File: config.mk
export PLATFORM = sky130hd
export DESIGN_NAME = brace_frame_decimal_parser
export DESIGN_NICKNAME = d
export VERILOG_FILES = /design/src/hw/rtl/bfdp_pkg.sv /design/src/hw/rtl/bfdp_field_decode.sv /design/src/hw/rtl/bfdp_parser_core.sv /design/src/hw/rtl/brace_frame_decimal_parser.sv
export SDC_FILE = /design/constraint.sdc
export NUM_CORES = 1
export LEC_CHECK = 0
export BUFFER_PORTS_ARGS = -buffer_cell sky130_fd_sc_hd__clkbuf_2
export CAP_MARGIN = 20
export CORE_MARGIN = 4
export CORE_UTILIZATION = 35
export CTS_CLUSTER_SIZE = 10
export DETAILED_ROUTE_END_ITERATION = 16
export SETUP_SLACK_MARGIN = 0.1
export SLEW_MARGIN = 20
export SYNTH_ARGS = -nofsm -noshare
export SYNTH_HDL_FRONTEND = slang
export SYNTH_SLANG_ARGS = --single-unit
File: constraint.sdc
create_clock -name clk -period 3.5 [get_ports clk]
set_clock_uncertainty 0.2 [all_clocks]
set_input_delay 0.35 -clock clk [delete_from_list [all_inputs] [get_ports clk]]
set_output_delay 0.35 -clock clk [all_outputs]
set_load 0.01 [all_outputs]
File: src/hw/rtl/bfdp_pkg.sv
// ----------------------------------------------------------------------------
// bfdp_pkg
// shared constants, result type and helpers for the brace frame parser
// ----------------------------------------------------------------------------
package bfdp_pkg;

    localparam int NUM_FIELDS_DEF      = 5;
    localparam int CHARS_PER_FIELD_DEF = 3;

    // fixed layout: field 0 is the tag, fields 1 to 4 are numeric
    localparam int NUM_VALUES = 4;
    localparam int PAD_FIELDS = NUM_VALUES + 1;
    localparam int PAD_CHARS  = 3;

    localparam logic [7:0] CH_OPEN   = 8'h7b;
    localparam logic [7:0] CH_CLOSE  = 8'h7d;
    localparam logic [7:0] CH_COLON  = 8'h3a;
    localparam logic [7:0] CH_COMMA  = 8'h2c;
    localparam logic [7:0] CH_ZERO   = 8'h30;
    localparam logic [7:0] CH_NINE   = 8'h39;
    localparam logic [7:0] CH_V      = 8'h56;
    localparam logic [7:0] CH_A      = 8'h41;
    localparam logic [7:0] CH_R      = 8'h52;
    localparam logic [7:0] CH_O      = 8'h4f;
    localparam logic [7:0] CH_K      = 8'h4b;
    localparam logic [7:0] CH_CR     = 8'h0d;
    localparam logic [7:0] CH_LF     = 8'h0a;

    localparam logic [3:0] MASK_O    = 4'h1;
    localparam logic [3:0] MASK_K    = 4'h2;
    localparam logic [3:0] MASK_CR   = 4'h4;
    localparam logic [3:0] MASK_LF   = 4'h8;
    localparam logic [3:0] KEEP_K    = 4'hd;
    localparam logic [3:0] KEEP_CR   = 4'hb;
    localparam logic [3:0] KEEP_LF   = 4'h7;
    localparam logic [3:0] MASK_FULL = 4'hf;

    typedef logic [PAD_CHARS-1:0][7:0] field_chars_t;

    typedef struct packed {
        logic                       frame_done;
        logic                       var_frame;
        logic                       ok_ack;
        logic [NUM_VALUES-1:0][7:0] values;
    } result_t;

    function automatic logic is_digit(input logic [7:0] c);
        return (c >= CH_ZERO) && (c <= CH_NINE);
    endfunction

endpackage

File: src/hw/rtl/bfdp_field_decode.sv
// ----------------------------------------------------------------------------
// bfdp_field_decode
// turns up to three stored characters into a byte, keeps old value if no digit
// ----------------------------------------------------------------------------
module bfdp_field_decode
    import bfdp_pkg::*;
(
    input  field_chars_t chars,
    input  logic [7:0]   old_value,
    output logic [7:0]   new_value
);

    logic [7:0] off0;
    logic [7:0] off1;
    logic [7:0] off2;

    // offsets wrap mod 256, leading positions are not checked
    assign off0 = chars[0] - CH_ZERO;
    assign off1 = chars[1] - CH_ZERO;
    assign off2 = chars[2] - CH_ZERO;

    always_comb
    begin
        if (is_digit(chars[2]))
        begin
            new_value = 8'(off0 * 8'd100) + 8'(off1 * 8'd10) + off2;
        end
        else if (is_digit(chars[1]))
        begin
            new_value = 8'(off0 * 8'd10) + off1;
        end
        else if (is_digit(chars[0]))
        begin
            new_value = off0;
        end
        else
        begin
            new_value = old_value;
        end
    end

endmodule

File: src/hw/rtl/bfdp_parser_core.sv
// ----------------------------------------------------------------------------
// bfdp_parser_core
// parser state: character store, indices, frame flag, ack mask, values
// ----------------------------------------------------------------------------
module bfdp_parser_core
    import bfdp_pkg::*;
#(
    parameter int NUM_FIELDS      = NUM_FIELDS_DEF,
    parameter int CHARS_PER_FIELD = CHARS_PER_FIELD_DEF
)
(
    input  logic       clk,
    input  logic       rst_n,
    input  logic       step,
    input  logic [7:0] rx_byte,
    output result_t    result
);

    localparam int FIW = $clog2(NUM_FIELDS + 1);

    logic [NUM_FIELDS-1:0][CHARS_PER_FIELD-1:0][7:0] store_reg;
    logic [FIW-1:0]                 field_index_reg, field_index_next;
    logic [1:0]                     char_index_reg, char_index_next;
    logic                           in_frame_reg, in_frame_next;
    logic [3:0]                     ok_mask_reg, ok_mask_next;
    logic [NUM_VALUES-1:0][7:0]     values_reg, values_next;

    logic [PAD_FIELDS-1:0][PAD_CHARS-1:0][7:0] pad;
    logic [NUM_VALUES-1:0][7:0]     decoded;
    logic                           store_we;
    logic                           store_clear;
    logic                           is_var;
    logic [3:0]                     mask_upd;

    // missing fields and positions read as zero bytes (8'h00)
    for (genvar f = 0; f < PAD_FIELDS; f++)
    begin : g_pad_f
        for (genvar j = 0; j < PAD_CHARS; j++)
        begin : g_pad_c
            if (f < NUM_FIELDS && j < CHARS_PER_FIELD)
            begin : g_real
                assign pad[f][j] = store_reg[f][j];
            end
            else
            begin : g_zero
                assign pad[f][j] = 8'h00;
            end
        end
    end

    for (genvar v = 0; v < NUM_VALUES; v++)
    begin : g_dec
        bfdp_field_decode u_dec
        (
            .chars     (pad[v + 1]),
            .old_value (values_reg[v]),
            .new_value (decoded[v])
        );
    end

    assign is_var = (pad[0][0] == CH_V) && (pad[0][1] == CH_A) && (pad[0][2] == CH_R);

    always_comb
    begin
        field_index_next = field_index_reg;
        char_index_next  = char_index_reg;
        in_frame_next    = in_frame_reg;
        ok_mask_next     = ok_mask_reg;
        values_next      = values_reg;
        store_we         = 1'b0;
        store_clear      = 1'b0;
        result.frame_done = 1'b0;
        result.var_frame  = 1'b0;
        result.ok_ack     = 1'b0;
        mask_upd          = ok_mask_reg;

        if (rx_byte == CH_OPEN)
        begin
            field_index_next = '0;
            char_index_next  = '0;
            in_frame_next    = 1'b1;
        end
        else if (rx_byte == CH_CLOSE)
        begin
            in_frame_next     = 1'b0;
            result.frame_done = 1'b1;
            if (is_var)
            begin
                values_next      = decoded;
                store_clear      = 1'b1;
                result.var_frame = 1'b1;
            end
        end
        else if (rx_byte == CH_COLON || rx_byte == CH_COMMA)
        begin
            // separators advance even outside a frame
            if (field_index_reg < FIW'(NUM_FIELDS))
            begin
                field_index_next = field_index_reg + 1'b1;
            end
            char_index_next = '0;
        end
        else if (in_frame_reg)
        begin
            store_we = (char_index_reg < 2'(CHARS_PER_FIELD))
                       && (field_index_reg < FIW'(NUM_FIELDS));
            if (char_index_reg != 2'd3)
            begin
                char_index_next = char_index_reg + 1'b1;
            end
        end
        else
        begin
            case (rx_byte)
                CH_O:    mask_upd = MASK_O;
                CH_K:    mask_upd = (ok_mask_reg & KEEP_K) | MASK_K;
                CH_CR:   mask_upd = (ok_mask_reg & KEEP_CR) | MASK_CR;
                CH_LF:   mask_upd = (ok_mask_reg & KEEP_LF) | MASK_LF;
                default: mask_upd = ok_mask_reg;
            endcase
            if (mask_upd == MASK_FULL)
            begin
                result.ok_ack = 1'b1;
                ok_mask_next  = '0;
            end
            else
            begin
                ok_mask_next = mask_upd;
            end
        end

        result.values = values_next;
    end

    always_ff @(posedge clk or negedge rst_n)
    begin
        if (!rst_n)
        begin
            field_index_reg <= '0;
            char_index_reg  <= '0;
            in_frame_reg    <= 1'b0;
            ok_mask_reg     <= '0;
            values_reg      <= '0;
            store_reg       <= '0;
        end
        else if (step)
        begin
            field_index_reg <= field_index_next;
            char_index_reg  <= char_index_next;
            in_frame_reg    <= in_frame_next;
            ok_mask_reg     <= ok_mask_next;
            values_reg      <= values_next;
            for (int f = 0; f < NUM_FIELDS; f++)
            begin
                for (int j = 0; j < CHARS_PER_FIELD; j++)
                begin
                    if (store_clear)
                    begin
                        store_reg[f][j] <= 8'h00;
                    end
                    else if (store_we && field_index_reg == FIW'(f)
                             && char_index_reg == 2'(j))
                    begin
                        store_reg[f][j] <= rx_byte;
                    end
                end
            end
        end
    end

endmodule

File: src/hw/rtl/brace_frame_decimal_parser.sv
// ----------------------------------------------------------------------------
// brace_frame_decimal_parser
// byte stream parser for {VAR:a,b,c,d} frames and OK CR LF acknowledges
// ----------------------------------------------------------------------------
// One received byte goes in per word on the slave side and exactly one result
// word comes out per byte. The block sustains one byte per clock cycle while
// m_axis_tready stays high. An accepted byte is held in the input register; it
// passes to the parser once the result register is free or draining, and that
// edge updates the parser state and loads the result register together, so a
// stalled result stream holds the byte in the input register.
// A '{' opens a frame, ':' and ',' step to the next field, and up to
// CHARS_PER_FIELD characters per field are kept. On '}' the frame is reported;
// if field 0 reads VAR the four numeric fields are decoded to bytes (mod 256,
// empty fields keep their value) and the character store is cleared. Outside
// a frame the letters O, K, CR, LF are tracked and reported once K, CR and LF
// all follow the last O. The decoded values are present on every result word.
// ----------------------------------------------------------------------------
module brace_frame_decimal_parser
    import bfdp_pkg::*;
#(
    parameter int NUM_FIELDS      = NUM_FIELDS_DEF,
    parameter int CHARS_PER_FIELD = CHARS_PER_FIELD_DEF
)
(
    input  logic        clk,
    input  logic        rst_n,
    // input stream
    input  logic        s_axis_tvalid,
    output logic        s_axis_tready,
    input  logic [7:0]  s_axis_tdata,   // rx_byte
    // result stream
    output logic        m_axis_tvalid,
    input  logic        m_axis_tready,
    output logic [31:0] m_axis_tdata,   // value_a, value_b, value_c, value_d
    output logic [2:0]  m_axis_tuser    // frame_done, var_frame, ok_ack
);

    logic       in_valid_reg;
    logic [7:0] in_byte_reg;
    logic       out_valid_reg;
    result_t    out_reg;
    result_t    core_result;
    logic       advance;

    // a byte moves into the parser when the result register is free or drains
    assign advance       = in_valid_reg && (!out_valid_reg || m_axis_tready);
    assign s_axis_tready = !in_valid_reg || advance;

    always_ff @(posedge clk or negedge rst_n)
    begin
        if (!rst_n)
        begin
            in_valid_reg <= 1'b0;
        end
        else if (s_axis_tvalid && s_axis_tready)
        begin
            in_valid_reg <= 1'b1;
        end
        else if (advance)
        begin
            in_valid_reg <= 1'b0;
        end
    end

    // payload only, no reset
    always_ff @(posedge clk)
    begin
        if (s_axis_tvalid && s_axis_tready)
        begin
            in_byte_reg <= s_axis_tdata;
        end
    end

    bfdp_parser_core #(
        .NUM_FIELDS      (NUM_FIELDS),
        .CHARS_PER_FIELD (CHARS_PER_FIELD)
    ) u_core (
        .clk     (clk),
        .rst_n   (rst_n),
        .step    (advance),
        .rx_byte (in_byte_reg),
        .result  (core_result)
    );

    // result register
    always_ff @(posedge clk or negedge rst_n)
    begin
        if (!rst_n)
        begin
            out_valid_reg <= 1'b0;
        end
        else if (advance)
        begin
            out_valid_reg <= 1'b1;
        end
        else if (m_axis_tready)
        begin
            out_valid_reg <= 1'b0;
        end
    end

    always_ff @(posedge clk)
    begin
        if (advance)
        begin
            out_reg <= core_result;
        end
    end

    assign m_axis_tvalid = out_valid_reg;
    assign m_axis_tdata  = {out_reg.values[3], out_reg.values[2],
                            out_reg.values[1], out_reg.values[0]};
    assign m_axis_tuser  = {out_reg.ok_ack, out_reg.var_frame, out_reg.frame_done};

endmodule
# After elaboration in Yosys (flattened, before gate mapping)
# Cells that the tools add are included.
# word_totals
register_bits	207
output_inout_bits	37
n_memories	0
in_bits	12
elab_cells	283
latchBits	0
rom_bits	0
ramBits	0
# op_classes
multipliers	12
bitwise_logic	4
n_reduce_logical	87
add_sub_neg	26
muxes	75
shifts	0
n_eq_ne	20
order_cmp	26
div	0
# ops
cell	n
$mux 8	42
$add 8x8->8	12
$ge 8x6->1 const B	12
$le 8x6->1 const B	12
$mux 32	3
$sub 8x6->8 const B	12
$mul 8x3->7 const B	8
$eq 8x7->1 const B	7
$reduce_bool 2->1	20
$logic_and 1x1->1	37
$mul 8x5->6 const B	4
$reduce_and 2->1	16
$mux 4	5
$eq 8x4->1 const B	2
$eq 8x6->1 const B	2
$pmux 4 s4	1
$mux 1	14
$mux 2	6
$mux 3	4
$reduce_and 4->1	2
$eq 3x2->1 const B	2
$reduce_bool 3->1	2
$reduce_and 5->1	1
$eq 4x4->1 const B	1
other kinds (17)	23

# Depth between registers and ports, before layout
# Gate-level depths: netlist of the first run.
# logic_depth
word_depth	10
mapped_depth	14
ltp_nobuf	14

# Cells and area by module
# From an unflattened synthesis of the first run, not the netlist that was laid out.
# unflattened
hier_cells	1207
area_unflattened_um2	14594.0
# modules_own_cells
mod	cells_each	instances	seq_area_each_um2	area_each_um2
bfdp_parser_core	512	1	4053.9	7310.8
bfdp_field_decode (u_core.g_dec[0].u_dec ...)	161	3	0.0	1477.7
bfdp_field_decode (u_core.g_dec[1].u_dec)	161	1	0.0	1455.1
brace_frame_decimal_parser	51	1	1341.3	1395.1

# Least setup slack after synthesis of the first run
# Ideal clock, no wire load.
# synth_timing
path_kind	register to register
startpoint	register u_core.store_reg (netlist bit u_core.pad[81])
endpoint	register out_reg (netlist bit m_axis_tdata[23]), data pin
setup_ns	0.265
period_less_slack_ns	3.876
slack_ns	-0.376
arrival_time_ns	3.412
path_buffers	0
path_stages_with_launch	13
required_ns	3.035
cell_sequence	dfrtp_1 ha_1 ha_1 fa_1 fa_1 ha_1 ha_1 a21o_1 a21oi_1 xnor3_1 mux2i_1 nor2_1 a21oi_1
# synth_lines
element	line	rtl
start, declared	bfdp_parser_core.sv:21	logic [NUM_FIELDS-1:0][CHARS_PER_FIELD-1:0][7:0] store_reg;
start signal, assigned by index	bfdp_parser_core.sv:164	store_reg[f][j] <= rx_byte;
end signal, assigned	brace_frame_decimal_parser.sv:106	out_reg <= core_result;
end, declared	brace_frame_decimal_parser.sv:41	result_t out_reg;

==> impl_metrics.env, run 1 <==
export IMPL_synth_simple_area_share=0.115
export IMPL_setup_worst_path_start_class="flop"
export IMPL_drv_slew=0
export IMPL_viasPerCell=5.10
export IMPL_clock_latency_ns=0.54
export IMPL_synthXorXnorAreaFrac=0.0713
export IMPL_async_flop_share=0.792
export IMPL_initial_core_util=0.355
export IMPL_first_pass_iters=4
export IMPL_hold_ws_ns=0.166
export IMPL_num_vias=10700
export IMPL_cp_required_ns=3.59
export IMPL_htreeDepth=1
export IMPL_ys_ff_latch=207
export IMPL_cp_arrival_ns=3.79
export IMPL_setup_ws_ns=-0.205
export IMPL_fin_util=0.437
export IMPL_relSlewSlack=0.293
export IMPL_grt_util_all_layers=0.166
export IMPL_grt_ovfl_total=0
export IMPL_drc_errors=0
export IMPL_rsz0062_at_grt="yes"
export IMPL_synth_edf_count=43
export IMPL_final_area_sq_mm=0.0179
export IMPL_tightest_slew_ns=1.05
export IMPL_crit_type="reg -> reg"
export IMPL_fp_dieH_um=212
export IMPL_clk_path_buf_depth=3
export IMPL_cts_sinks=207
export IMPL_clkTransAtPathRegs_ns=0.06
export IMPL_nFillCells=3829
export IMPL_hold_viol_final=0
export IMPL_fin_nets=1766
export IMPL_antenna_found_initial=0
export IMPL_cts_root_buf="clkbuf_16"
export IMPL_placed_area_sq_mm=0.0161
export IMPL_drt_initial_drc_count=531
export IMPL_synth_seq_area_share=0.371
export IMPL_power_density_mw_per_mm2=511
export IMPL_pre_cts_slack_ns=-0.221
export IMPL_ioPinCount=49
export IMPL_final_common_cell="nand2_1"
export IMPL_period_minus_slack_ns=3.71
export IMPL_largest_reg_flops=120
export IMPL_final_cell_mix="nand2_1 (219), dfrtp_1 (152), ha_1 (122)"
export IMPL_numPortBuffers=48
export IMPL_grt_pass1_wl_um=60300
export IMPL_cp_startpoint="u_core.pad[59]"
export IMPL_setup_viol=12
export IMPL_fmax_ghz=0.270
export IMPL_p_leak_nw=8.15
export IMPL_drv_cap=0
export IMPL_syn_num_nets=1614
export IMPL_synth_area_mux_share=0.0611
export IMPL_hp_class="in -> async"
export IMPL_timing_rr_start="u_core.pad[59]"
export IMPL_failed_checks="setup timing"
export IMPL_cts_buffers=27
export IMPL_drt_wl_total_um=37300
export IMPL_avgSynthCellArea_sq_um=10.4
export IMPL_synth_top_area_frac=0.283
export IMPL_synth_top_family_by_area="adder cells"
export IMPL_dieArea_sq_mm=0.0448
export IMPL_cts_tree="built"
export IMPL_synth_compound_area_frac=0.142
export IMPL_grt_max_degree=67
export IMPL_synth_area_leaders="dfrtp_1 (28%), ha_1 (14%), edfxtp_1 (8.9%)"
export IMPL_synthCells=1401
export IMPL_num_rows=74
export IMPL_synth_ff_type="dfrtp_1"
export IMPL_place_gp_congestion=0.871
export IMPL_die_w_um=212
export IMPL_finalCritPeriodShare=1.06
export IMPL_areaGrowthSynthToFinish_pct=23.0
export IMPL_synth_top_area_cell="dfrtp_1"
export IMPL_core_sq_mm=0.0409
export IMPL_worst_setup_path_end_kind="flop"
export IMPL_dp_hpwl_um=26700
export IMPL_peakVddDrop_mv=0.368
export IMPL_power_w=0.00912
export IMPL_ys_warnings_count=0
export IMPL_wl_per_cell_um=17.8
export IMPL_outcome="complete, but fails checks"
export IMPL_synth_fa_ha_area_frac=0.192
export IMPL_syn_area_sq_mm=0.0145
export IMPL_antenna_cells=0
export IMPL_yosysUniqueCellTypes=68
export IMPL_critPathMaxFanout=2
export IMPL_ant_nets=0
export IMPL_grt_pass1_vias=11100
export IMPL_drive_above_1_share=0.261
[cell usage after synthesis (7+ instances only)]
master and instances:
clkbuf_1 33, o21ai_2 8, a21oi_1 60, nand3_1 7
mux2_2 49, o31ai_1 13, o21ai_0 107, nand2b_1 7
buf_6 14, inv_1 89, xnor2_1 43, nor4_2 8
ha_1 165, fa_1 36, xor2_1 16, mux2i_1 29
dfrtp_1 164, nor2_1 69, xnor3_1 22, o21ai_1 27
a21o_1 28, nand2_1 219, edfxtp_1 43, o21bai_1 13
a211oi_1 34
[worst max-delay path, stage by stage, from the launching register on]
cell     delay, ns
dfrtp_1       0.38
ha_1          0.31
ha_2          0.19
fa_2          0.54
fa_2          0.46
ha_4          0.29
ha_4          0.20
a21o_1        0.16
a21oi_2       0.13
xnor3_1       0.26
mux2i_2       0.18
nor2_1        0.09
a21oi_1       0.07
[through the flow]
step | std cells | TNS (ns)
after global routing | 2101 | -2.78
after CTS | 2097 | -1.15
after floorplan | 1401 | -0.289
final | 2101 | -1.23
after detailed placement | 2028 | -1.78
after global placement | 2028 | -1.38
[path summary, 6_finish.rpt]
check,end,slack [ns],depth (start not counted)
worst max-delay path,m_axis_tdata[15],-0.21,12
worst min-delay path,u_core.values_reg[30],0.17,2
worst max register to register,m_axis_tdata[15],-0.21,12
worst min register to register,u_core.ok_mask_reg[1],0.30,1
max in group asynchronous,u_core.pad[73],2.10,3
min in group clk,u_core.ok_mask_reg[1],0.30,1
[where the power goes]
group / switching [W] / leakage (nW) / internal [W] / total [W]
clock: 0.00104 / 0.411 / 0.00161 / 0.00265
combinational: 0.00177 / 5.13 / 0.00197 / 0.00374
sequential: 0.000123 / 2.61 / 0.00261 / 0.00274
[what timing repair did]
| action | in CTS | in global routing |
|---|---|---|
| resized for setup | 50 | 45 |
| endpoints found under the setup margin | 22 | 29 |
| endpoints found under the hold margin | 62 | 0 |
| pin swaps | 30 | 31 |
| hold buffers | 12 | 0 |
| buffers inserted | 12 | 6 |
[layer usage]
| layer | GRT usage | up-vias | routed length [um] |
|---|---|---|---|
| met5 | 0 | - | 0 |
| met1 | 0.230 | 5298 | 17300 |
| met4 | 0.0349 | 0 | 569 |
| li1 | - | 5219 | - |
| met2 | 0.281 | 165 | 18000 |
| met3 | 0.0207 | 35 | 1450 |
[final cells by class]
| class | count | area, sq um | area share |
|---|---|---|---|
| multi-input cells | 1045 | 9270 | 0.519 |
| inverters | 91 | 344 | 0.0193 |
| flip-flops and latches | 207 | 5410 | 0.303 |
| clock buffers | 41 | 790 | 0.0442 |
| repair buffers | 181 | 1340 | 0.0749 |
| well taps | 532 | 666 | 0.0373 |
| clock inverters | 4 | 48.8 | 0.00273 |
[logic make-up (layout without fill, tap and decap cells)]
| group | count (synthesis) | in the layout |
|---|---|---|
| adder cells (fa/ha/maj) | 201 | 201 |
| AND/OR/NAND/NOR | 361 | 361 |
| XOR/XNOR | 82 | 82 |
| multiplexers | 81 | 81 |
| flip-flops | 207 | 207 |
| buffers and inverters | 149 | 317 |
| AO/OA/AOI/OAI | 320 | 320 |
No activity file was read; power rests on OpenSTA's default activity.
==> run 2: changes to the inputs <==
- BUFFER_PORTS_ARGS: -buffer_cell sky130_fd_sc_hd__clkbuf_2 -> -buffer_cell sky130_fd_sc_hd__buf_2
==> run 2 against run 1 <==
  * Design area fell by 0.82%
  * Highest routed layer unchanged
  * Critical path type unchanged
  * Via count fell by 0.11%
  * Clock power barely moved
  * The run still ends with setup timing left
==> impl_metrics.env, run 2 (synthesis gave the netlist of run 1 again) <==
export IMPL_outcome="complete, but fails checks"
export IMPL_failed_checks="setup timing"
export IMPL_ioPinCount=49
export IMPL_setup_worst_path_end="m_axis_tdata[23]"
export IMPL_met2_length_um=17800
export IMPL_power_density_mw_per_mm2=506
export IMPL_timing_rr_start="u_core.pad[83]"
export IMPL_rsz0062_at_grt="yes"
export IMPL_setup_worst_path_start_class="flop"
export IMPL_p_leak_nw=8.16
export IMPL_peakVddDrop_mv=0.386
export IMPL_grt_ovfl_total=0
export IMPL_grt_max_degree=80
export IMPL_cp_startpoint="u_core.pad[83]"
export IMPL_numPortBuffers=48
export IMPL_highest_layer="met4"
export IMPL_nFillCells=3837
export IMPL_ant_nets=0
export IMPL_r2r_slack_ns=-0.19
export IMPL_clk_path_buf_depth=3
export IMPL_cts_sinks=207
export IMPL_drt_wl_total_um=37400
export IMPL_grt_pass1_wl_um=60400
export IMPL_die_w_um=212
export IMPL_antenna_cells=0
export IMPL_worst_setup_path_end_kind="flop"
export IMPL_clkTransAtPathRegs_ns=0.05
export IMPL_drv_cap=0
export IMPL_areaGrowthSynthToFinish_pct=22.0
export IMPL_cp_required_ns=3.58
export IMPL_cts_root_buf="clkbuf_16"
export IMPL_finalCritPeriodShare=1.06
export IMPL_antenna_found_initial=0
export IMPL_tns_ns=-0.985
export IMPL_core_sq_mm=0.0409
export IMPL_relSlewSlack=0.293
export IMPL_period_minus_slack_ns=3.69
export IMPL_crit_type="reg -> reg"
export IMPL_routed_wl_met3_um=1260
export IMPL_cts_buffers=27
export IMPL_num_vias=10700
export IMPL_drv_slew=0
export IMPL_drt_initial_drc_count=532
export IMPL_wl_met1_um=17600
export IMPL_grt_util_all_layers=0.167
export IMPL_instances_no_fill=2097
export IMPL_grt_pass1_vias=10900
export IMPL_pre_cts_slack_ns=-0.275
export IMPL_worstReg2RegEnd="m_axis_tdata[23]"
export IMPL_hold_ws_ns=0.248
export IMPL_wl_per_cell_um=17.8
export IMPL_first_pass_iters=5
export IMPL_largest_reg_flops=120
export IMPL_power_w=0.00897
export IMPL_tightest_slew_ns=1.05
export IMPL_cts_tree="built"
export IMPL_final_common_cell="nand2_1"
export IMPL_viasPerCell=5.10
export IMPL_drive_above_1_share=0.255
export IMPL_hp_class="in -> async"
export IMPL_reg2reg_depth=12
export IMPL_htreeDepth=1
export IMPL_fmax_ghz=0.271
export IMPL_drc_errors=0
export IMPL_place_inst=2029
export IMPL_cp_arrival_ns=3.77
export IMPL_critPathMaxFanout=3
export IMPL_dp_hpwl_um=26900
export IMPL_setup_viol=9
export IMPL_clock_latency_ns=0.54
export IMPL_initial_core_util=0.355
export IMPL_final_cell_mix="nand2_1 (217), dfrtp_1 (154), ha_1 (128)"
export IMPL_place_gp_congestion=0.903
export IMPL_dieArea_sq_mm=0.0448
export IMPL_hold_viol_final=0
export IMPL_num_rows=74
export IMPL_fp_dieH_um=212
export IMPL_fin_nets=1761
export IMPL_setup_ws_ns=-0.194
-- run 2: area by class of cell --
cell class | instances | area (sq um) | area share
Tap cell | 532 | 666 | 0.0376
Timing Repair Buffer | 176 | 1280 | 0.0725
Multi-Input combinational cell | 1045 | 9170 | 0.517
Sequential cell | 207 | 5410 | 0.305
Clock buffer | 43 | 838 | 0.0473
Inverter | 91 | 342 | 0.0193
Clock inverter | 3 | 15.0 | 0.000847
-- run 2: layer usage --
| layer | up-vias | GRT usage |
|---|---|---|
| met5 | - | 0 |
| met4 | 0 | 0.0371 |
| met3 | 50 | 0.0200 |
| met2 | 174 | 0.275 |
| met1 | 5266 | 0.237 |
| li1 | 5215 | - |
-- run 2: timing repair --
action	in CTS	in global routing
endpoints found under the setup margin	22	28
pin swaps	31	19
gates resized for setup	47	37
hold buffers	12	0
hold endpoints to repair	86	0
setup buffers	9	2
-- run 2: critical path, stage by stage, from the launching register on --
cell and delay [ns]:
dfrtp_1 0.37, ha_1 0.30, ha_2 0.19, fa_2 0.54, fa_2 0.46, ha_4 0.29, ha_4 0.21, a21o_1 0.16
a21oi_2 0.12, xnor3_1 0.25, mux2i_1 0.15, nor2_1 0.12, a21oi_1 0.08
-- run 2: how the worst min path moves through the flow --
stage	from	end	slack, ns	cells after the start
after floorplan	rst_n	in_valid_reg	-0.15	0
after global placement	rst_n	u_core.values_reg[25]	0.28	1
after detailed placement	rst_n	u_core.values_reg[25]	0.28	1
after CTS	s_axis_tdata[3]	in_byte_reg[3]	0.28	2
after global routing	s_axis_tdata[0]	in_byte_reg[0]	0.31	2
final	rst_n	u_core.values_reg[14]	0.25	2
-- run 2: stage by stage --
stage	util	instance area [sq um]
2_1_floorplan	-	14700
3_3_place_gp	0.394	16100
3_5_place_dp	0.394	16100
4_1_cts	0.427	17500
5_1_grt	0.433	17700
6_report	0.433	17700
-- run 2: power breakdown --
group          internal (W)  switching [W]
Combinational       0.00185        0.00171
Sequential          0.00261       0.000122
Clock               0.00162        0.00105
==> run 3: changes to the inputs <==
- PLACE_DENSITY_LB_ADDON: default -> 0.08
==> run 3 against run 2 <==
  * The run still ends with setup timing left
  * Global-route usage increased by 1.5 points
  * Utilization rose by 0.29 points
  * Maximum frequency up 1.4%
  * Cell count rose by 0.52%
  * Critical path depth rose by 1
  * Critical path type unchanged
==> impl_metrics.env, run 3 (synthesis gave the netlist of run 1 again) <==
export IMPL_outcome="complete, but fails checks"
export IMPL_failed_checks="setup timing"
export IMPL_rsz0062_at_grt="yes"
export IMPL_p_int_w=0.00612
export IMPL_drive_above_1_share=0.261
export IMPL_finalCritPeriodShare=1.04
export IMPL_numPortBuffers=48
export IMPL_initial_core_util=0.355
export IMPL_setup_viol=10
export IMPL_ant_nets=0
export IMPL_peakVddDrop_mv=0.502
export IMPL_grt_util_all_layers=0.182
export IMPL_switchingPower_w=0.00307
export IMPL_drv_cap=0
export IMPL_htreeDepth=1
export IMPL_dp_hpwl_um=29000
export IMPL_fin_nets=1770
export IMPL_core_sq_mm=0.0409
export IMPL_fp_dieH_um=212
export IMPL_num_rows=74
export IMPL_hold_viol_final=0
export IMPL_instances_no_fill=2108
export IMPL_crit_chain="ha_4 > ha_1 > ha_4 > xnor2_1 > ha_1 > inv_1 > fa_2 > xnor3_1 > xnor3_1 > xnor3_1 > mux2i_2 > nor2_1 > a21oi_1"
export IMPL_drt_initial_drc_count=580
export IMPL_fin_util=0.436
export IMPL_antenna_cells=0
export IMPL_grt_pass1_wl_um=64400
export IMPL_crit_top_cell="xnor3_1"
export IMPL_clock_latency_ns=0.56
export IMPL_hp_class="in -> async"
export IMPL_drt_wl_total_um=40300
export IMPL_grt_max_degree=74
export IMPL_crit_slowest_cell="dfrtp_2"
export IMPL_critPathBufInv=1
export IMPL_hold_ws_ns=0.219
export IMPL_power_density_mw_per_mm2=515
export IMPL_relSlewSlack=0.408
export IMPL_place_inst=2036
export IMPL_crit_type="reg -> reg"
export IMPL_tns_ns=-0.840
export IMPL_nFillCells=3953
export IMPL_drv_slew=0
export IMPL_fmax_ghz=0.275
export IMPL_num_vias=10600
export IMPL_p_sw_frac=0.334
export IMPL_antenna_found_initial=1
export IMPL_p_leak_nw=8.17
export IMPL_period_minus_slack_ns=3.64
export IMPL_areaGrowthSynthToFinish_pct=22.8
export IMPL_critPathMaxFanout=4
export IMPL_cp_arrival_ns=3.85
export IMPL_critPathTopFamily="adder cells"
export IMPL_drc_errors=0
export IMPL_clk_path_buf_depth=3
export IMPL_first_pass_iters=6
export IMPL_grt_pass1_vias=11100
export IMPL_largest_reg_flops=120
export IMPL_tightest_slew_ns=0.885
export IMPL_cts_tree="built"
export IMPL_p_clk_frac=0.295
export IMPL_wl_per_cell_um=19.1
export IMPL_cts_buffers=27
export IMPL_setup_worst_path_start_class="flop"
export IMPL_cp_required_ns=3.71
export IMPL_ioPinCount=49
export IMPL_clkTransAtPathRegs_ns=0.06
export IMPL_dieArea_sq_mm=0.0448
export IMPL_combPwrFrac=0.406
export IMPL_setup_ws_ns=-0.142
export IMPL_slowest_delay_ns=0.44
export IMPL_grt_ovfl_total=0
export IMPL_place_gp_congestion=0.815
export IMPL_power_share_sequential=0.300
export IMPL_final_cell_mix="nand2_1 (218), dfrtp_1 (151), ha_1 (125)"
export IMPL_worst_setup_path_end_kind="flop"
export IMPL_viasPerCell=5.05
export IMPL_cts_root_buf="clkbuf_16"
export IMPL_cts_sinks=207
export IMPL_die_w_um=212
export IMPL_final_common_cell="nand2_1"
## run 3: cell count changes in the layout (fill, tap and decap cells not counted), moves of 3 or more
cell / change
buf_4: +7
xnor2_1: +3
ha_1: -3
ha_4: +5
xnor2_2: -3
dfrtp_1: -3
dfrtp_2: +3
o21ai_1: +3
## run 3: cell type report
class	instances	area, sq um	area share
multi-input combinational	1045	9200	0.516
sequential	207	5410	0.303
timing repair buffer	185	1370	0.0766
clock buffer	41	778	0.0436
tap	532	666	0.0373
inverter	91	342	0.0191
clock inverter	7	75.1	0.00421
## run 3: worst min-delay path: stages
cell and delay, ns:
dlygate4sd3_1 0.54, buf_6 0.14, buf_12 0.34
## run 3: power groups by stage
stage / Sequential, W / Clock [W] / Combinational (W)
6_report: 0.00276 / 0.00271 / 0.00373
5_1_grt: 0.00277 / 0.00290 / 0.00412
4_1_cts: 0.00275 / 0.00281 / 0.00347
3_5_place_dp: 0.00279 / 0 / 0.00324
3_3_place_gp: 0.00279 / 0 / 0.00325
2_1_floorplan: 0.00280 / 0 / 0.00228
## run 3: layer usage
metal / GRT usage / up-vias / routed length, um
met3: 0.0228 / 36 / 1480
met4: 0.0353 / 0 / 635
met1: 0.272 / 5212 / 20000
li1: - / 5245 / -
met5: 0 / - / 0
met2: 0.284 / 142 / 18100
## run 3: final timing paths
kind,from,to,slack [ns],depth (start not counted)
worst max-delay path,u_core.pad[84],m_axis_tdata[23],-0.14,13
worst min-delay path,rst_n,u_core.field_index_reg[2],0.22,3
worst max register to register,u_core.pad[84],m_axis_tdata[23],-0.14,13
worst min register to register,in_valid_reg,m_axis_tvalid,0.29,1
max in group asynchronous,rst_n,u_core.pad[72],1.61,3
min in group clk,in_valid_reg,m_axis_tvalid,0.29,1
## run 3: what timing repair did
action / CTS / global route
endpoints found under the setup margin: 24 / 26
endpoints found under the hold margin: 174 / 0
pin swaps: 25 / 28
buffers inserted: 7 / 5
resized for setup: 48 / 43
hold buffers: 13 / 0
## run 3: per-stage QoR
stage | setup slack [ns] | cell area, sq um | power (W)
floorplan | -0.0891 | 14700 | 0.00508
global placement | -0.187 | 16200 | 0.00604
detailed placement | -0.215 | 16200 | 0.00603
CTS | -0.172 | 17500 | 0.00903
global route | -0.310 | 17800 | 0.00980
finish | -0.142 | 17800 | 0.00919
